[src/rtl/crs_pkg.sv]
// ============================================================================
// Conic residual statistics package
// Shared constants, register codes, records and state types of the block.
// ============================================================================
package crs_pkg;

    localparam int FRAC_BITS  = 16;
    localparam int MAX_POINTS = 4096;
    localparam int IDX_W      = $clog2(MAX_POINTS);
    localparam int CNT_W      = $clog2(MAX_POINTS + 1);
    localparam int ACC_W      = 100;
    localparam int SUM_W      = 32 + IDX_W;
    localparam int SQ_W       = 64 + IDX_W;
    localparam int DIV_W      = SQ_W;

    typedef enum logic [2:0] {
        REG_COEF_A    = 3'd0,
        REG_COEF_B    = 3'd1,
        REG_COEF_C    = 3'd2,
        REG_COEF_D    = 3'd3,
        REG_COEF_E    = 3'd4,
        REG_COEF_F    = 3'd5,
        REG_THRESHOLD = 3'd6
    } cfg_reg_t;

    typedef struct packed {
        logic signed [31:0] coef_a;
        logic signed [31:0] coef_b;
        logic signed [31:0] coef_c;
        logic signed [31:0] coef_d;
        logic signed [31:0] coef_e;
        logic signed [31:0] coef_f;
        logic [30:0]        thr;
    } conic_cfg_t;

    typedef struct packed {
        logic [IDX_W-1:0]   idx;
        logic signed [31:0] r;
        logic               inl;
        logic               last;
    } point_rec_t;

    typedef enum logic [1:0] {
        F_IDLE,
        F_MUL,
        F_FIN
    } front_state_t;

    typedef enum logic [3:0] {
        S_XX,
        S_XY,
        S_YY,
        S_A_LO,
        S_A_HI,
        S_B_LO,
        S_B_HI,
        S_C_LO,
        S_C_HI,
        S_D,
        S_E,
        S_DONE
    } mul_step_t;

    typedef enum logic [2:0] {
        B_IDLE,
        B_MEAN,
        B_SWEEP,
        B_DRAIN,
        B_VAR,
        B_SQRT,
        B_EMIT
    } back_state_t;

endpackage

[src/rtl/crs_front.sv]
// ============================================================================
// Conic residual front end
// Accepts points and forms the rounded, saturated residual on one shared
// multiplier, then classifies the point and hands a record to the queue.
// ============================================================================
module crs_front (
    input  logic                clk,
    input  logic                rst_n,
    input  logic                start,
    input  logic signed [31:0]  x_coord,
    input  logic signed [31:0]  y_coord,
    input  logic                last_point,
    input  crs_pkg::conic_cfg_t cfg,
    input  logic                q_full,
    output logic                busy,
    output logic                rec_valid,
    output crs_pkg::point_rec_t rec
);

    crs_pkg::front_state_t state_reg, state_next;
    crs_pkg::mul_step_t    step_reg, ptag_reg;
    logic                  pvld_reg;
    logic [crs_pkg::IDX_W-1:0] idx_reg;

    logic signed [31:0] x_reg, y_reg;
    logic               last_reg;
    logic signed [63:0] xx_reg, xy_reg, yy_reg;
    logic signed [crs_pkg::ACC_W-1:0] acc_reg;
    logic signed [65:0] prod_reg;

    logic signed [32:0] op_a, op_b;
    logic signed [65:0] prod;
    logic signed [crs_pkg::ACC_W-1:0] ext, term, acc_init, sh;
    logic               pos_ovf, neg_ovf, last_eff;
    logic signed [31:0] r;
    logic [31:0]        r_mag;

    always_comb
    begin
        state_next = state_reg;
        unique case (state_reg)
            crs_pkg::F_IDLE: if (start) state_next = crs_pkg::F_MUL;
            crs_pkg::F_MUL:  if (step_reg == crs_pkg::S_DONE) state_next = crs_pkg::F_FIN;
            crs_pkg::F_FIN:  if (!q_full) state_next = crs_pkg::F_IDLE;
            default:         state_next = crs_pkg::F_IDLE;
        endcase
    end

    always_comb
    begin
        busy      = (state_reg != crs_pkg::F_IDLE);
        rec_valid = (state_reg == crs_pkg::F_FIN) && !q_full;
    end

    // Operand selection for the shared multiplier. Squares and the cross term
    // are split into a low unsigned half and a high signed half.
    always_comb
    begin
        op_a = '0;
        op_b = '0;
        case (step_reg)
            crs_pkg::S_XX:   begin op_a = {x_reg[31], x_reg}; op_b = {x_reg[31], x_reg}; end
            crs_pkg::S_XY:   begin op_a = {x_reg[31], x_reg}; op_b = {y_reg[31], y_reg}; end
            crs_pkg::S_YY:   begin op_a = {y_reg[31], y_reg}; op_b = {y_reg[31], y_reg}; end
            crs_pkg::S_A_LO: begin op_a = {cfg.coef_a[31], cfg.coef_a}; op_b = {1'b0, xx_reg[31:0]}; end
            crs_pkg::S_A_HI: begin op_a = {cfg.coef_a[31], cfg.coef_a}; op_b = {xx_reg[63], xx_reg[63:32]}; end
            crs_pkg::S_B_LO: begin op_a = {cfg.coef_b[31], cfg.coef_b}; op_b = {1'b0, xy_reg[31:0]}; end
            crs_pkg::S_B_HI: begin op_a = {cfg.coef_b[31], cfg.coef_b}; op_b = {xy_reg[63], xy_reg[63:32]}; end
            crs_pkg::S_C_LO: begin op_a = {cfg.coef_c[31], cfg.coef_c}; op_b = {1'b0, yy_reg[31:0]}; end
            crs_pkg::S_C_HI: begin op_a = {cfg.coef_c[31], cfg.coef_c}; op_b = {yy_reg[63], yy_reg[63:32]}; end
            crs_pkg::S_D:    begin op_a = {cfg.coef_d[31], cfg.coef_d}; op_b = {x_reg[31], x_reg}; end
            crs_pkg::S_E:    begin op_a = {cfg.coef_e[31], cfg.coef_e}; op_b = {y_reg[31], y_reg}; end
            default:         begin op_a = '0; op_b = '0; end
        endcase
    end

    assign prod = op_a * op_b;

    always_comb
    begin
        ext = crs_pkg::ACC_W'(prod_reg);
        case (ptag_reg) inside
            crs_pkg::S_A_LO, crs_pkg::S_B_LO, crs_pkg::S_C_LO: term = ext;
            crs_pkg::S_A_HI, crs_pkg::S_B_HI, crs_pkg::S_C_HI: term = ext <<< 32;
            crs_pkg::S_D, crs_pkg::S_E: term = ext <<< crs_pkg::FRAC_BITS;
            default: term = '0;
        endcase
    end

    // The accumulator starts with the constant term and the rounding half.
    assign acc_init = (crs_pkg::ACC_W'(cfg.coef_f) <<< (2 * crs_pkg::FRAC_BITS))
                    + (crs_pkg::ACC_W'(1) <<< (2 * crs_pkg::FRAC_BITS - 1));

    always_comb
    begin
        sh      = acc_reg >>> (2 * crs_pkg::FRAC_BITS);
        pos_ovf = !sh[crs_pkg::ACC_W-1] && (|sh[crs_pkg::ACC_W-2:31]);
        neg_ovf = sh[crs_pkg::ACC_W-1] && !(&sh[crs_pkg::ACC_W-2:31]);
        if (pos_ovf)
            r = 32'sh7FFFFFFF;
        else if (neg_ovf)
            r = 32'sh80000000;
        else
            r = sh[31:0];
        r_mag    = r[31] ? 32'(-r) : 32'(r);
        last_eff = last_reg || (idx_reg == crs_pkg::IDX_W'(crs_pkg::MAX_POINTS - 1));
        rec.idx  = idx_reg;
        rec.r    = r;
        rec.inl  = (r_mag <= {1'b0, cfg.thr});
        rec.last = last_eff;
    end

    always_ff @(posedge clk or negedge rst_n)
    begin
        if (!rst_n)
        begin
            state_reg <= crs_pkg::F_IDLE;
            step_reg  <= crs_pkg::S_XX;
            ptag_reg  <= crs_pkg::S_XX;
            pvld_reg  <= 1'b0;
            idx_reg   <= '0;
        end
        else
        begin
            state_reg <= state_next;
            pvld_reg  <= (state_reg == crs_pkg::F_MUL) && (step_reg != crs_pkg::S_DONE);
            ptag_reg  <= step_reg;
            if (state_reg == crs_pkg::F_IDLE && start)
                step_reg <= crs_pkg::S_XX;
            else if (state_reg == crs_pkg::F_MUL && step_reg != crs_pkg::S_DONE)
                step_reg <= crs_pkg::mul_step_t'(step_reg + 4'd1);
            if (rec_valid)
                idx_reg <= last_eff ? '0 : idx_reg + 1'b1;
        end
    end

    always_ff @(posedge clk)
    begin
        prod_reg <= prod;
        if (state_reg == crs_pkg::F_IDLE && start)
        begin
            x_reg    <= x_coord;
            y_reg    <= y_coord;
            last_reg <= last_point;
            acc_reg  <= acc_init;
        end
        else if (pvld_reg)
        begin
            acc_reg <= acc_reg + term;
        end
        if (pvld_reg && ptag_reg == crs_pkg::S_XX) xx_reg <= prod_reg[63:0];
        if (pvld_reg && ptag_reg == crs_pkg::S_XY) xy_reg <= prod_reg[63:0];
        if (pvld_reg && ptag_reg == crs_pkg::S_YY) yy_reg <= prod_reg[63:0];
    end

endmodule

[config.mk]
export PLATFORM = sky130hd
export DESIGN_NAME = crs_front
export DESIGN_NICKNAME = d
export VERILOG_FILES = /design/src/rtl/crs_pkg.sv /design/src/rtl/crs_front.sv
export SDC_FILE = /design/constraint.sdc
export NUM_CORES = 2
export LEC_CHECK = 0
export BUFFER_PORTS_ARGS = -buffer_cell sky130_fd_sc_hd__buf_4
export CAP_MARGIN = 0
export CORE_UTILIZATION = 45
export CTS_BUF_LIST = sky130_fd_sc_hd__clkbuf_4
export DETAILED_ROUTE_END_ITERATION = 10
export HOLD_SLACK_MARGIN = 0.06
export SYNTH_ARGS = -nofsm -noshare
export SYNTH_HDL_FRONTEND = slang
export SYNTH_SLANG_ARGS = --single-unit
[constraint.sdc]
create_clock -name clk -period 10.8 [get_ports clk]
set_input_delay 0.54 -clock clk [delete_from_list [all_inputs] [get_ports clk]]
set_output_delay 0.54 -clock clk [all_outputs]
set_load 0.05 [all_outputs]
==> flow_results.org <==
** Global route
- Initial antenna violation count :: 13
- Global-route wire length before repair :: 350 mm
- Global routing consumed, over all layers together, 33.4% of the routing resources.
- Vias in the first global route :: 53946
- Largest net degree at the start of global routing :: 99
- Overall overflow remaining after global route :: 0

** Routing
- Total via count after detailed routing :: 52962
- The first detailed-routing pass ran for 9 iterations.
- For this block, the initial DRC count from the detailed router was around 5500.
- In the routed layout, each cell is associated on average with a via count of 5.71.
- For this run, design rule violations remaining after detail routing come to 0.
- Total Routed Length :: 236 mm
- After detailed routing, the average wire length per cell comes to 25.4 um.
- Number of antenna-violating nets in the routed design :: 0

** Floorplanning
- Top Ports :: 340
- The initial utilization of the core area, before any placement, comes to a little under half.
- The die covers roughly 140000 um2.
- In this run the core area contains 137 standard-cell rows.
- In this run the horizontal extent of the chip is 378 um.
- Core outline area :: 140000 um2
- Floorplan die height :: 378 um

** Synthesis
- Synth area leader :: sky130_fd_sc_hd__fa_1
- For this run, the number of Yosys warnings is 0.
- Dominant combinational cell family by area after synthesis :: adder cells
- The netlist uses 90 different library cells.
- Portion of synthesized cell area occupied by the leading cell type :: 35.3%
- Counting every net in the synthesized netlist gives just under 9000.
- The synthesized netlist devotes 11.2% of its cell area to compound gates.
- Largest cells by area after synthesis :: sky130_fd_sc_hd__fa_1, sky130_fd_sc_hd__edfxtp_1, sky130_fd_sc_hd__inv_1, sky130_fd_sc_hd__ha_1, sky130_fd_sc_hd__nand2_1
- Counting flops and latches in the post-synthesis netlist gives 446.
- After Yosys synthesis, XOR and XNOR cells account for 2.42% of the synthesized area.
- Post-synthesis instance area :: ~64000 um2
- The most used flip-flop cell after synthesis is sky130_fd_sc_hd__edfxtp_1.
- After Yosys synthesis, and, or, nand and nor cells account for 14.5% of the synthesized area.
- Avg Cell Area, Syn :: 9.26 um2
- After technology mapping, the gate count stands at 6877.
- Mux share of post-synthesis cell area :: 0.0629%
- Counting flops with a built-in enable in the synthesized netlist gives 357.
- Adder-Cell Fraction of Synth Area :: between 40% and 50%
- Counting flops with an async set or reset pin after synthesis yields a share of between 5 and 6%.
- For this run, the register share of the synthesized area comes to 19.8%.

** Worst setup path
- The largest individual stage delay along the critical path comes from the cell sky130_fd_sc_hd__a221oi_2.
- For this run, the slowest stage of the critical path takes between 0.6 and 0.7 ns.
- Counting stages on the worst path, the most repeated cell is sky130_fd_sc_hd__fa_1.
- In this design, the largest share of critical-path delay is due to adder cells.
- Largest fanout on the critical path :: 18
- The worst setup path is launched from a flip-flop.
- Buffers plus inverters on the worst setup path :: 9
- Worst setup EP type :: flip-flop
- At the worst endpoint, the required time is 11.69 ns.
- The worst setup path is of the flip-flop to flip-flop kind.
- STA puts the critical path data arrival time at 11.45 ns.

** Timing
- Final hold analysis gives a worst-case slack of 0.206 ns.
- Clock skew on the completed layout was measured at 0.188 ns.
- Sum of negative setup slack :: 0 ns
- Max-slew headroom :: 19.2%
- Portion of the clock cycle consumed by the worst path in the final layout :: 97.7%
- For the pin with the worst max-slew slack, the measured transition is 1.21 ns.
- Final worst path period need :: between 10 and 15 ns
- Setup violations remaining at the end of the flow were counted as 0.
- Peak clock frequency supported by timing :: approximately 95 MHz
- The final hold violation count was 0.
- Pins over their slew limit :: 0

** Clock tree
- In this run the number of H-tree levels came out at 3.
- Clock slew at the register clock pins of the worst setup and hold paths :: 0.07 ns
- Max Buffers Root-to-Sink :: 3
- CTS placed an instance of sky130_fd_sc_hd__clkbuf_4 at the clock tree root.
- Setup bufs post-CTS :: 0
- Number of buffers added by the clock tree synthesis step :: between 100 and 150
- The clock net in this run drives a total of around 450 sinks.
- For the worst-skew pair, the clock arrives at the later sink with an insertion delay of 1.07 ns.
- CTS tree :: done

** Placed design
- Routability-driven placement finished with a final weighted congestion of 1.01.
- Input and output buffers added on the ports amount to 339.
- Estimated wirelength of the detail-placed design :: 193 mm

** Cells and area
- Proportion of layout cells with a drive suffix above 1 :: 11.2%
- Number of nets in the layout :: a little over 9000
- Layout-stage area growth over the synthesis result :: 12.8%
- Number of flip-flops in the largest register :: 100

** Status
- Result of the run :: finished, final reports clean

** Min path
- Hold Path Class :: primary input to flip-flop

** Flow run
- The tool flagged a number of max-cap violations equal to 0.
per-layer routing:
metal  GRT usage (%)  up-vias  routed length, um
met3            10.2      396              28100
met4            11.2        8               8800
met5               0        -                 51
met1            46.3    26799              97800
met2            49.4     2780             101000
li1                -    22979                  -
cells in the mapped netlist (all sizes together) (38+ instances only):
cell and n:
a21o 121, a21oi 258, a221oi 54, a222oi 54, a22o 57, a22oi 65, and2 90, and4 38
clkbuf 346, dfxtp 66, edfxtp 357, fa 1124, ha 352, inv 1266, nand2 917, nand3 60
nand4 115, nor2 655, o21ai 189, xnor2 106, xor2 70
metrics by stage:
| stage | instances | setup slack [ns] | instance area [um2] | utilization, % |
|---|---|---|---|---|
| 2_1_floorplan | 6877 | 1.09 | 63700 | - |
| 3_3_place_gp | 8950 | 0.111 | 69200 | 49.5 |
| 3_5_place_dp | 8950 | 0.0894 | 69200 | 49.5 |
| 4_1_cts | 9262 | 0.143 | 71700 | 51.3 |
| 5_1_grt | 9265 | -0.0266 | 71800 | 51.3 |
| 6_report | 9268 | 0.244 | 71800 | 51.3 |
placed cells by master, fill, tap and decap left out, types with 66 or more instances in the layout:
cell type,netlist,layout
sky130_fd_sc_hd__edfxtp_1,357,357
sky130_fd_sc_hd__nand2_1,917,916
sky130_fd_sc_hd__nand4_1,115,115
sky130_fd_sc_hd__fa_1,1124,1124
sky130_fd_sc_hd__inv_1,1266,1265
sky130_fd_sc_hd__o21ai_0,184,184
sky130_fd_sc_hd__dfxtp_1,66,66
sky130_fd_sc_hd__nor2_1,654,649
sky130_fd_sc_hd__dlygate4sd3_1,0,102
sky130_fd_sc_hd__a21oi_1,257,254
sky130_fd_sc_hd__buf_4,1,565
sky130_fd_sc_hd__and2_1,89,88
sky130_fd_sc_hd__ha_1,352,352
sky130_fd_sc_hd__xor2_1,70,70
sky130_fd_sc_hd__xnor2_1,106,106
sky130_fd_sc_hd__clkbuf_4,0,158
sky130_fd_sc_hd__a21o_1,121,121
what timing repair did:
item | CTS | global route
hold endpoints to repair | 131 | 0
gates resized for setup | 0 | 2
setup endpoints to repair | 0 | 7
hold buffers | 102 | 0
cell families (layout without fill, tap and decap cells):
logic type	count (synthesis)	count (layout)
AND/OR/NAND/NOR	2087	2087
buffers and inverters	1644	2153
adder cells (fa/ha/maj)	1476	1476
AO/OA/AOI/OAI	1044	1044
flip-flops	446	446
XOR/XNOR	176	176
multiplexers	4	4
other	0	6
layout make-up:
type	instances	area, um2
fill	13193	68100
inverter	1267	4760
tap	1876	2350
sequential	446	12600
multi-input combinational	4787	45100
timing repair buffer	676	5440
clock buffer	158	1190
antenna	6	15.0
clock inverter	52	303
worst paths after layout:
kind                                              start  slack [ns]  cells after the start                      to
worst max-delay path            step_reg[0]$_DFFE_PN0P_        0.24                     34    prod_reg[63]$_DFF_P_
worst min-delay path                        x_coord[18]        0.21                      2     x_reg[18]$_DFFE_PP_
worst max register to register  step_reg[0]$_DFFE_PN0P_        0.24                     34    prod_reg[63]$_DFF_P_
worst min register to register  step_reg[3]$_DFFE_PN0P_        0.46                      0   ptag_reg[3]$_DFF_PN0_
max in group asynchronous                         rst_n        8.77                      4  idx_reg[3]$_DFFE_PN0P_
min in group asynchronous                         rst_n        0.56                      3   ptag_reg[2]$_DFF_PN0_
Power is left out: the tool's default activity adds up to more than one toggle a clock period on the data nets, which glitch-free logic cannot reach.
