$ cat config.mk
export PLATFORM = sky130hd
export DESIGN_NAME = crs_queue
export DESIGN_NICKNAME = d
export VERILOG_FILES = /design/src/rtl/crs_pkg.sv /design/src/rtl/crs_queue.sv
export SDC_FILE = /design/constraint.sdc
export NUM_CORES = 1
export LEC_CHECK = 0
export BUFFER_PORTS_ARGS = -buffer_cell sky130_fd_sc_hd__buf_4
export CORE_UTILIZATION = 47
export CTS_BUF_LIST = sky130_fd_sc_hd__clkbuf_16
export DETAILED_ROUTE_END_ITERATION = 7
export PLACE_DENSITY = 0.76
export SYNTH_ARGS = -nofsm -noshare
export SYNTH_HDL_FRONTEND = slang
export SYNTH_SLANG_ARGS = --single-unit
$ cat constraint.sdc
create_clock -name clk -period 3 [get_ports clk]
set_clock_uncertainty 0.15 [all_clocks]
set_input_delay 0.15 -clock clk [delete_from_list [all_inputs] [get_ports clk]]
set_output_delay 0.15 -clock clk [all_outputs]
set_load 0.03 [all_outputs]
$ cat src/rtl/crs_pkg.sv
// ============================================================================
// Conic residual statistics package
// Shared constants, register codes, records and state types of the block.
// ============================================================================
package crs_pkg;

    localparam int FRAC_BITS  = 16;
    localparam int MAX_POINTS = 4096;
    localparam int IDX_W      = $clog2(MAX_POINTS);
    localparam int CNT_W      = $clog2(MAX_POINTS + 1);
    localparam int ACC_W      = 100;
    localparam int SUM_W      = 32 + IDX_W;
    localparam int SQ_W       = 64 + IDX_W;
    localparam int DIV_W      = SQ_W;

    typedef enum logic [2:0] {
        REG_COEF_A    = 3'd0,
        REG_COEF_B    = 3'd1,
        REG_COEF_C    = 3'd2,
        REG_COEF_D    = 3'd3,
        REG_COEF_E    = 3'd4,
        REG_COEF_F    = 3'd5,
        REG_THRESHOLD = 3'd6
    } cfg_reg_t;

    typedef struct packed {
        logic signed [31:0] coef_a;
        logic signed [31:0] coef_b;
        logic signed [31:0] coef_c;
        logic signed [31:0] coef_d;
        logic signed [31:0] coef_e;
        logic signed [31:0] coef_f;
        logic [30:0]        thr;
    } conic_cfg_t;

    typedef struct packed {
        logic [IDX_W-1:0]   idx;
        logic signed [31:0] r;
        logic               inl;
        logic               last;
    } point_rec_t;

    typedef enum logic [1:0] {
        F_IDLE,
        F_MUL,
        F_FIN
    } front_state_t;

    typedef enum logic [3:0] {
        S_XX,
        S_XY,
        S_YY,
        S_A_LO,
        S_A_HI,
        S_B_LO,
        S_B_HI,
        S_C_LO,
        S_C_HI,
        S_D,
        S_E,
        S_DONE
    } mul_step_t;

    typedef enum logic [2:0] {
        B_IDLE,
        B_MEAN,
        B_SWEEP,
        B_DRAIN,
        B_VAR,
        B_SQRT,
        B_EMIT
    } back_state_t;

endpackage

$ cat src/rtl/crs_queue.sv
// ============================================================================
// Conic residual record queue
// Two-entry queue that lets the front end run ahead of the statistics side.
// ============================================================================
module crs_queue (
    input  logic                clk,
    input  logic                rst_n,
    input  logic                push,
    input  crs_pkg::point_rec_t push_rec,
    input  logic                pop,
    output crs_pkg::point_rec_t head,
    output logic                empty,
    output logic                full
);

    crs_pkg::point_rec_t entry_reg [2];
    logic       wr_reg, rd_reg;
    logic [1:0] count_reg;

    assign head  = entry_reg[rd_reg];
    assign empty = (count_reg == 2'd0);
    assign full  = (count_reg == 2'd2);

    always_ff @(posedge clk or negedge rst_n)
    begin
        if (!rst_n)
        begin
            wr_reg    <= 1'b0;
            rd_reg    <= 1'b0;
            count_reg <= 2'd0;
        end
        else
        begin
            if (push) wr_reg <= !wr_reg;
            if (pop)  rd_reg <= !rd_reg;
            if (push && !pop)
                count_reg <= count_reg + 2'd1;
            else if (pop && !push)
                count_reg <= count_reg - 2'd1;
        end
    end

    always_ff @(posedge clk)
    begin
        if (push)
            entry_reg[wr_reg] <= push_rec;
    end

endmodule

==> report_table.html, run 1 <==
<table>
<tr><th>Metric</th><th>Value</th></tr>
<tr><th colspan="2">GRT</th></tr>
<tr><td>Maximum number of pins on one net before global-route repair</td><td>34</td></tr>
<tr><td>Routing usage on met2</td><td>28.3%</td></tr>
<tr><td>Via count of the first global-routing pass</td><td>2,118</td></tr>
<tr><td>Total global-route track usage</td><td>17.0%</td></tr>
<tr><td>Most used routing layer</td><td>met2</td></tr>
<tr><td>Wire length of the first global-routing pass</td><td>10,300 um</td></tr>
<tr><td>Overflow after GRT</td><td>0</td></tr>
<tr><td>Number of antenna violations at the first check in global routing</td><td>0</td></tr>
<tr><td>Met1 demand-to-capacity share in global routing</td><td>20.6%</td></tr>
<tr><td>Global-route track usage on met3</td><td>4.99%</td></tr>
<tr><th colspan="2">Timing</th></tr>
<tr><td>Unrepaired setup endpoints after global routing</td><td>false</td></tr>
<tr><td>Final number of max-transition violations</td><td>0</td></tr>
<tr><td>Final hold violation count</td><td>0</td></tr>
<tr><td>Highest clock frequency the design can meet</td><td>469 MHz</td></tr>
<tr><td>Clock period minus final worst setup slack</td><td>2130 ps</td></tr>
<tr><td>Final worst path period share</td><td>71.0%</td></tr>
<tr><td>Setup total negative slack</td><td>0 ps</td></tr>
<tr><td>Number of setup violations in the final report</td><td>0</td></tr>
<tr><td>Measured slew at the worst slew-check pin</td><td>720 ps</td></tr>
<tr><td>Max-Slew Margin vs Limit</td><td>51.9%</td></tr>
<tr><th colspan="2">Clock network</th></tr>
<tr><td>Total number of H-tree levels</td><td>3</td></tr>
<tr><td>Post-CTS repair timing setup buffer count</td><td>0</td></tr>
<tr><td>Clock tree from TritonCTS</td><td>built</td></tr>
<tr><td>Reg clk slew, reported paths</td><td>60 ps</td></tr>
<tr><td>Sink count of the clock tree</td><td>96</td></tr>
<tr><td>Buffer levels on the longest clock path</td><td>2</td></tr>
<tr><td>Clock latency reported for the late side of the worst-skew pair</td><td>330 ps</td></tr>
<tr><td>Number of CTS-inserted buffers</td><td>9</td></tr>
<tr><td>Root buffer cell</td><td>sky130_fd_sc_hd__clkbuf_16</td></tr>
<tr><th colspan="2">Run status</th></tr>
<tr><td>Outcome</td><td>complete, no violations</td></tr>
<tr><th colspan="2">Power</th></tr>
<tr><td>Net switching power of the design</td><td>0.00165 W</td></tr>
<tr><td>P_leak</td><td>2.12 nW</td></tr>
<tr><td>Combinational Power Share</td><td>38.8%</td></tr>
<tr><td>Cell-internal power</td><td>0.00331 W</td></tr>
<tr><td>Clk network pwr share</td><td>22.7%</td></tr>
<tr><td>Worst vdd ir</td><td>0.000517 V</td></tr>
<tr><td>Proportion of total power due to net switching</td><td>33.3%</td></tr>
<tr><td>Power density over the cells</td><td>936 nW/um2</td></tr>
<tr><td>Sequential group share of total power</td><td>38.5%</td></tr>
<tr><th colspan="2">Floorplanning</th></tr>
<tr><td>Number of rows created at floorplan</td><td>31</td></tr>
<tr><td>Starting density of the core</td><td>49.3%</td></tr>
<tr><td>Top-level port count</td><td>98</td></tr>
<tr><td>Placeable core region</td><td>7370 um2</td></tr>
<tr><td>Height of the die</td><td>89.9 um</td></tr>
<tr><td>DIE AREA</td><td>8080 um2</td></tr>
<tr><td>Die boundary width</td><td>89.9 um</td></tr>
<tr><th colspan="2">Place</th></tr>
<tr><td>Final weighted congestion of routability-driven global placement</td><td>0.711</td></tr>
<tr><td>Area after detailed placement</td><td>4490 um2</td></tr>
<tr><td>Count of input and output buffers</td><td>97</td></tr>
<tr><td>DPL Wire Length</td><td>3970 um</td></tr>
<tr><td>Number of placed cells counting well taps</td><td>355</td></tr>
<tr><th colspan="2">Finish</th></tr>
<tr><td>Number of nets in the final layout</td><td>368</td></tr>
<tr><td>Design Area, Final</td><td>5300 um2</td></tr>
<tr><td>Synthesis-to-layout area growth</td><td>45.9%</td></tr>
<tr><td>Number of standard cells in the layout, taps in and fillers out</td><td>421</td></tr>
<tr><td>Layout cell share with drive strength beyond 1</td><td>51.9%</td></tr>
<tr><td># diodes</td><td>0</td></tr>
<tr><td>Largest register FFs</td><td>92</td></tr>
<tr><th colspan="2">Route</th></tr>
<tr><td>Number of search-and-repair iterations in the first detailed-routing pass</td><td>4</td></tr>
<tr><td>Mean routed wirelength per cell</td><td>15.6 um</td></tr>
<tr><td>DR vias</td><td>1,970</td></tr>
<tr><td>Number of nets with antenna violations after detailed routing</td><td>0</td></tr>
<tr><td>Residual DRC count</td><td>0</td></tr>
<tr><td>Via/cell ratio</td><td>4.68</td></tr>
<tr><td>Iteration-0 DRC count of the detailed router</td><td>60</td></tr>
<tr><td>Final Routed Wirelength</td><td>6570 um</td></tr>
<tr><th colspan="2">Yosys</th></tr>
<tr><td>Mean instance size in the synthesized netlist</td><td>22.8 um2</td></tr>
<tr><td>Synthesized instance count</td><td>159</td></tr>
<tr><td>Total nets after synthesis</td><td>210</td></tr>
<tr><td>Cell area after synthesis</td><td>3630 um2</td></tr>
<tr><td>Cell types with the largest area share after synthesis</td><td>sky130_fd_sc_hd__edfxtp_1 (76%), sky130_fd_sc_hd__mux2_4 (12%), sky130_fd_sc_hd__mux2_2 (5.0%)</td></tr>
<tr><td>Portion of the post-synthesis area used by sequential elements</td><td>78.9%</td></tr>
<tr><td>Flops &amp; latches, synth</td><td>96</td></tr>
<tr><td>Most area-hungry cell type in the Yosys netlist</td><td>sky130_fd_sc_hd__edfxtp_1</td></tr>
<tr><td>Number of warning messages in the yosys log</td><td>0</td></tr>
<tr><td>Post-synth cell types</td><td>13</td></tr>
<tr><td>Top cell type's share of synthesized area</td><td>76.1%</td></tr>
<tr><th colspan="2">Setup path</th></tr>
<tr><td>Worst Reg-to-Reg Cells</td><td>2</td></tr>
<tr><td>Endpoint kind of the worst setup timing path</td><td>primary output</td></tr>
<tr><td>Kind of cell with the highest combined delay on the critical path</td><td>flip-flops</td></tr>
<tr><td>Highest fanout seen on the critical path</td><td>33</td></tr>
<tr><td>CP Data Required Time</td><td>2700 ps</td></tr>
<tr><td>Critical path depth</td><td>3</td></tr>
<tr><td>Buffers plus inverters on the worst setup path</td><td>2</td></tr>
<tr><td>Worst stage delay on the critical path</td><td>630 ps</td></tr>
<tr><td>CP startpoint kind</td><td>register</td></tr>
<tr><td>Cells along the critical path</td><td>buf_12 &gt; mux2_2 &gt; buf_4</td></tr>
<tr><td>Worst Path Class, Setup</td><td>reg -&gt; out</td></tr>
<tr><td>WP data arrival</td><td>1830 ps</td></tr>
<tr><td>Slowest cell on the critical path</td><td>sky130_fd_sc_hd__dfrtp_2</td></tr>
<tr><th colspan="2">Min path</th></tr>
<tr><td>Type of the tightest min-delay check</td><td>reg -&gt; reg</td></tr>
<tr><td>Worst Hold Depth</td><td>1</td></tr>
<tr><th colspan="2">Run</th></tr>
<tr><td>Count of max-cap constraint violations</td><td>0</td></tr>
</table>
==> cell families after synthesis <==
logic type	count (synthesis)	share of synthesized area, %
muxes	46	17.4
xor gates and xnor gates	5	1.21
DFF	96	78.9
buffers and inverters	6	1.48
adders and majority gates	1	0.345
and+or+nand+nor	5	0.724
==> Yosys cell counts <==
| cell type | number |
|---|---|
| sky130_fd_sc_hd__edfxtp_1 | 92 |
| sky130_fd_sc_hd__mux2_4 | 30 |
| sky130_fd_sc_hd__mux2_2 | 16 |
| sky130_fd_sc_hd__buf_6 | 4 |
| sky130_fd_sc_hd__dfrtp_1 | 4 |
| sky130_fd_sc_hd__xor2_1 | 4 |
| sky130_fd_sc_hd__nor2_1 | 2 |
| sky130_fd_sc_hd__nor2b_1 | 2 |
| sky130_fd_sc_hd__and2_1 | 1 |
| sky130_fd_sc_hd__buf_2 | 1 |
| sky130_fd_sc_hd__ha_1 | 1 |
| sky130_fd_sc_hd__inv_1 | 1 |
| sky130_fd_sc_hd__xnor2_1 | 1 |
==> through the flow <==
stage	power (W)	util (%)	setup WS, ps	hold WS [ps]
4_1_cts	0.00499	71.9	857	344
3_3_place_gp	0.00379	61.0	1190	-198
5_1_grt	0.00515	71.9	811	384
6_report	0.00496	71.9	869	342
3_5_place_dp	0.00381	61.0	1160	-199
2_1_floorplan	0.00323	-	820	-296
==> metal layers <==
layer | wire [um] | up-vias
li1 | - | 940
met1 | 2810 | 938
met2 | 3180 | 80
met3 | 453 | 12
met4 | 119 | 0
met5 | 0 | -
==> what timing repair did <==
item                                   4_1_cts  5_1_grt
endpoints found under the hold margin       98        0
hold buffers                                50        0
gates resized for setup                      0        0
==> layout by cell type (no fill, tap or decap), drive strengths merged <==
cell type      n
bufinv         1
nor2           2
mux2          46
clkinvlp       2
clkbuf         9
and2           1
edfxtp        92
buf          102
clkinv         3
ha             1
dfrtp          4
dlygate4sd3   50
nor2b          2
xor2           4
xnor2          1
inv            2
==> worst reg2reg max path: stages, from the launching register on <==
cell                      delay [ps]
sky130_fd_sc_hd__dfrtp_1         420
sky130_fd_sc_hd__nor2b_4         600
sky130_fd_sc_hd__buf_4           340
==> power by group through the flow <==
stage / combinational [W] / sequential (W) / clock [W]
after global routing: 0.00201 / 0.00194 / 0.00120
after global placement: 0.00187 / 0.00192 / 0
after floorplan: 0.00135 / 0.00188 / 0
final: 0.00192 / 0.00191 / 0.00113
after CTS: 0.00193 / 0.00191 / 0.00115
after detailed placement: 0.00188 / 0.00194 / 0
==> layout make-up <==
cell class                 count  area, um2
clock buffer                   9        225
clock inverter                 7       80.1
fill                         456       2070
inverter                       1       3.75
multi-input combinational     57        722
sequential                    96       2860
tap                           99        124
timing repair buffer         152       1280
==> path summary, 6_finish.rpt <==
| check | startpoint | end | slack (ps) |
|---|---|---|---|
| max | rd_reg$_DFFE_PN0P_ | head[38] | 870 |
| min | count_reg[1]$_DFFE_PN0P_ | count_reg[1]$_DFFE_PN0P_ | 340 |
| max reg2reg | wr_reg$_DFFE_PN0P_ | entry_reg[0][28]$_DFFE_PP_ | 1200 |
| min reg2reg | count_reg[1]$_DFFE_PN0P_ | count_reg[1]$_DFFE_PN0P_ | 340 |
| max in group asynchronous | rst_n | rd_reg$_DFFE_PN0P_ | 1910 |
| min in group asynchronous | rst_n | count_reg[0]$_DFFE_PN0P_ | 590 |
Note: power is estimated with default switching activity, not from simulation.
==> run 2: changes to the inputs <==
--- a/config.mk
+++ b/config.mk
@@ -6,10 +6,10 @@
 export NUM_CORES = 1
 export LEC_CHECK = 0
 export BUFFER_PORTS_ARGS = -buffer_cell sky130_fd_sc_hd__buf_4
-export CORE_UTILIZATION = 47
+export CORE_UTILIZATION = 52
 export CTS_BUF_LIST = sky130_fd_sc_hd__clkbuf_16
 export DETAILED_ROUTE_END_ITERATION = 7
-export PLACE_DENSITY = 0.76
+export PLACE_DENSITY = 0.79
 export SYNTH_ARGS = -nofsm -noshare
 export SYNTH_HDL_FRONTEND = slang
 export SYNTH_SLANG_ARGS = --single-unit
==> constraint.sdc (replaced) <==
create_clock -name clk -period 2 [get_ports clk]
set_clock_uncertainty 0.15 [all_clocks]
set_input_delay 0.1 -clock clk [delete_from_list [all_inputs] [get_ports clk]]
set_output_delay 0.1 -clock clk [all_outputs]
set_load 0.03 [all_outputs]
==> report_table.html, run 2 (synthesis results as in run 1) <==
<table>
<tr><th>Metric</th><th>Value</th></tr>
<tr><th colspan="2">Place</th></tr>
<tr><td>Final weighted congestion of routability-driven global placement</td><td>0.678</td></tr>
<tr><td>DPL Wire Length</td><td>4230 um</td></tr>
<tr><td>Worst setup timing slack at the placement stage</td><td>408 ps</td></tr>
<tr><td>Area after detailed placement</td><td>4490 um2</td></tr>
<tr><td>Count of input and output buffers</td><td>97</td></tr>
<tr><th colspan="2">Timing</th></tr>
<tr><td>Highest clock frequency the design can meet</td><td>528 MHz</td></tr>
<tr><td>Number of setup violations in the final report</td><td>0</td></tr>
<tr><td>Final hold violation count</td><td>0</td></tr>
<tr><td>Unrepaired setup endpoints after global routing</td><td>false</td></tr>
<tr><td>Final number of max-transition violations</td><td>0</td></tr>
<tr><td>Post-layout worst setup margin</td><td>104 ps</td></tr>
<tr><td>Final worst path period share</td><td>94.8%</td></tr>
<tr><td>Measured slew at the worst slew-check pin</td><td>420 ps</td></tr>
<tr><td>Setup total negative slack</td><td>0 ps</td></tr>
<tr><td>Clock period minus final worst setup slack</td><td>1900 ps</td></tr>
<tr><td>Max-Slew Margin vs Limit</td><td>72.0%</td></tr>
<tr><th colspan="2">Floorplanning</th></tr>
<tr><td>Starting density of the core</td><td>53.7%</td></tr>
<tr><td>DIE AREA</td><td>7320 um2</td></tr>
<tr><td>Number of rows created at floorplan</td><td>30</td></tr>
<tr><td>Top-level port count</td><td>98</td></tr>
<tr><td>Die boundary width</td><td>85.5 um</td></tr>
<tr><td>Placeable core region</td><td>6760 um2</td></tr>
<tr><td>Height of the die</td><td>85.5 um</td></tr>
<tr><th colspan="2">Power</th></tr>
<tr><td>Worst vdd ir</td><td>0.000804 V</td></tr>
<tr><td>Net switching power of the design</td><td>0.00245 W</td></tr>
<tr><td>Cell-internal power</td><td>0.00499 W</td></tr>
<tr><td>Proportion of total power due to net switching</td><td>33.0%</td></tr>
<tr><td>PnR Total Power</td><td>0.00744 W</td></tr>
<tr><td>Combinational Power Share</td><td>39.8%</td></tr>
<tr><td>P_leak</td><td>2.12 nW</td></tr>
<tr><td>Sequential group share of total power</td><td>38.5%</td></tr>
<tr><td>Power density over the cells</td><td>1410 nW/um2</td></tr>
<tr><td>Clk network pwr share</td><td>21.7%</td></tr>
<tr><th colspan="2">Route</th></tr>
<tr><td>Number of nets with antenna violations after detailed routing</td><td>0</td></tr>
<tr><td>Final Routed Wirelength</td><td>6880 um</td></tr>
<tr><td>Met2 wire len</td><td>3910 um</td></tr>
<tr><td>DR vias</td><td>2,000</td></tr>
<tr><td>Number of search-and-repair iterations in the first detailed-routing pass</td><td>3</td></tr>
<tr><td>Highest metal used</td><td>met4</td></tr>
<tr><td>Iteration-0 DRC count of the detailed router</td><td>45</td></tr>
<tr><td>Mean routed wirelength per cell</td><td>17.1 um</td></tr>
<tr><td>Wire length on met3</td><td>333 um</td></tr>
<tr><td>Residual DRC count</td><td>0</td></tr>
<tr><td>Via/cell ratio</td><td>4.96</td></tr>
<tr><td>Met1 wire length</td><td>2560 um</td></tr>
<tr><th colspan="2">Clock network</th></tr>
<tr><td>Post-CTS repair timing setup buffer count</td><td>0</td></tr>
<tr><td>Root buffer cell</td><td>sky130_fd_sc_hd__clkbuf_16</td></tr>
<tr><td>Clock tree from TritonCTS</td><td>built</td></tr>
<tr><td>Total number of H-tree levels</td><td>3</td></tr>
<tr><td>Sink count of the clock tree</td><td>96</td></tr>
<tr><td>Number of CTS-inserted buffers</td><td>9</td></tr>
<tr><td>Buffer levels on the longest clock path</td><td>2</td></tr>
<tr><td>Reg clk slew, reported paths</td><td>60 ps</td></tr>
<tr><td>Clock latency reported for the late side of the worst-skew pair</td><td>330 ps</td></tr>
<tr><th colspan="2">Setup path</th></tr>
<tr><td>WP data arrival</td><td>1650 ps</td></tr>
<tr><td>Worst Path Class, Setup</td><td>reg -&gt; out</td></tr>
<tr><td>Reg-to-reg startpoint</td><td>wr_reg$_DFFE_PN0P_</td></tr>
<tr><td>CP Data Required Time</td><td>1750 ps</td></tr>
<tr><td>Worst Reg-to-Reg Cells</td><td>2</td></tr>
<tr><td>Setup slack on the worst flop-to-flop path</td><td>520 ps</td></tr>
<tr><td>Endpoint kind of the worst setup timing path</td><td>primary output</td></tr>
<tr><td>Endpoint of the lowest-slack register-to-register path</td><td>entry_reg[1][26]$_DFFE_PP_</td></tr>
<tr><td>CP startpoint kind</td><td>register</td></tr>
<tr><td>Highest fanout seen on the critical path</td><td>20</td></tr>
<tr><th colspan="2">GRT</th></tr>
<tr><td>Wire length of the first global-routing pass</td><td>10,400 um</td></tr>
<tr><td>Maximum number of pins on one net before global-route repair</td><td>32</td></tr>
<tr><td>Via count of the first global-routing pass</td><td>2,255</td></tr>
<tr><td>Overflow after GRT</td><td>0</td></tr>
<tr><td>Number of antenna violations at the first check in global routing</td><td>0</td></tr>
<tr><td>Total global-route track usage</td><td>19.6%</td></tr>
<tr><th colspan="2">Run</th></tr>
<tr><td>Count of max-cap constraint violations</td><td>0</td></tr>
<tr><th colspan="2">Min path</th></tr>
<tr><td>Type of the tightest min-delay check</td><td>in -&gt; reg</td></tr>
<tr><td>Worst min-delay path startpoint</td><td>push_rec[11]</td></tr>
<tr><td>Endpoint of the worst hold-timing path</td><td>entry_reg[1][11]$_DFFE_PP_</td></tr>
<tr><td>Worst Hold Depth</td><td>2</td></tr>
<tr><th colspan="2">Finish</th></tr>
<tr><td>Commonest non-fill, non-tap cells in the layout</td><td>sky130_fd_sc_hd__buf_4 (101), sky130_fd_sc_hd__edfxtp_1 (92), sky130_fd_sc_hd__dlygate4sd3_1 (50)</td></tr>
<tr><td>Synthesis-to-layout area growth</td><td>45.4%</td></tr>
<tr><td>Design Area, Final</td><td>5280 um2</td></tr>
<tr><td>Most frequent standard cell in the layout excluding fill and tap cells</td><td>sky130_fd_sc_hd__buf_4</td></tr>
<tr><td>Seq. cell area</td><td>2870 um2</td></tr>
<tr><td>Layout cell share with drive strength beyond 1</td><td>51.1%</td></tr>
<tr><td>Area occupied by multi-input gates</td><td>722 um2</td></tr>
<tr><td>Largest register FFs</td><td>92</td></tr>
<tr><td>Number of nets in the final layout</td><td>369</td></tr>
<tr><td># diodes</td><td>0</td></tr>
<tr><td>Fillers</td><td>375</td></tr>
<tr><th colspan="2">Run status</th></tr>
<tr><td>Outcome</td><td>complete, no violations</td></tr>
</table>
-- run 2: metal layers --
metal	vias up	GRT usage, %
li1	943	-
met1	983	20.8
met2	66	37.2
met3	8	4.43
met4	0	8.18
met5	-	0
-- run 2: cell type report --
type / count / area share (%)
Multi-Input combinational cell: 57 / 13.7
Timing Repair Buffer: 153 / 24.6
Tap cell: 80 / 1.90
Clock inverter: 7 / 1.19
Clock buffer: 9 / 4.27
Inverter: 1 / 0.0711
Sequential cell: 96 / 54.3
-- run 2: through the flow --
step | hold slack (ps) | utilization [%] | instances
2_1_floorplan | -346 | - | 159
3_3_place_gp | -246 | 66.4 | 337
3_5_place_dp | -245 | 66.4 | 337
4_1_cts | 333 | 78.1 | 403
5_1_grt | 343 | 78.1 | 403
6_report | 342 | 78.1 | 403
-- run 2: power groups by stage --
stage	clock (W)	combinational, W	sequential, W
final	0.00162	0.00296	0.00286
after floorplan	0	0.00203	0.00281
after CTS	0.00165	0.00298	0.00286
after detailed placement	0	0.00289	0.00290
after global placement	0	0.00286	0.00287
after global routing	0.00174	0.00309	0.00289
-- run 2: worst max-delay path, stage by stage (launching register included) --
cell and delay (ps):
sky130_fd_sc_hd__dfrtp_4 550, sky130_fd_sc_hd__buf_12 220, sky130_fd_sc_hd__mux2_2 360, sky130_fd_sc_hd__buf_4 170
-- run 2: worst max path at each step --
stage,from,endpoint,slack (ps),cells past startpoint
after floorplan,wr_reg$_DFFE_PN0P_,entry_reg[0][0]$_DFFE_PP_,320,1
after global placement,rd_reg$_DFFE_PN0P_,head[35],420,3
after detailed placement,rd_reg$_DFFE_PN0P_,head[29],410,3
after CTS,rd_reg$_DFFE_PN0P_,head[29],40,3
after global routing,rd_reg$_DFFE_PN0P_,head[39],60,3
final,rd_reg$_DFFE_PN0P_,head[29],100,3
-- run 2: timing repair --
| action | CTS | global route |
|---|---|---|
| resized for setup | 0 | 1 |
| setup endpoints to repair | 0 | 1 |
| hold buffers | 50 | 0 |
| hold endpoints to repair | 98 | 0 |
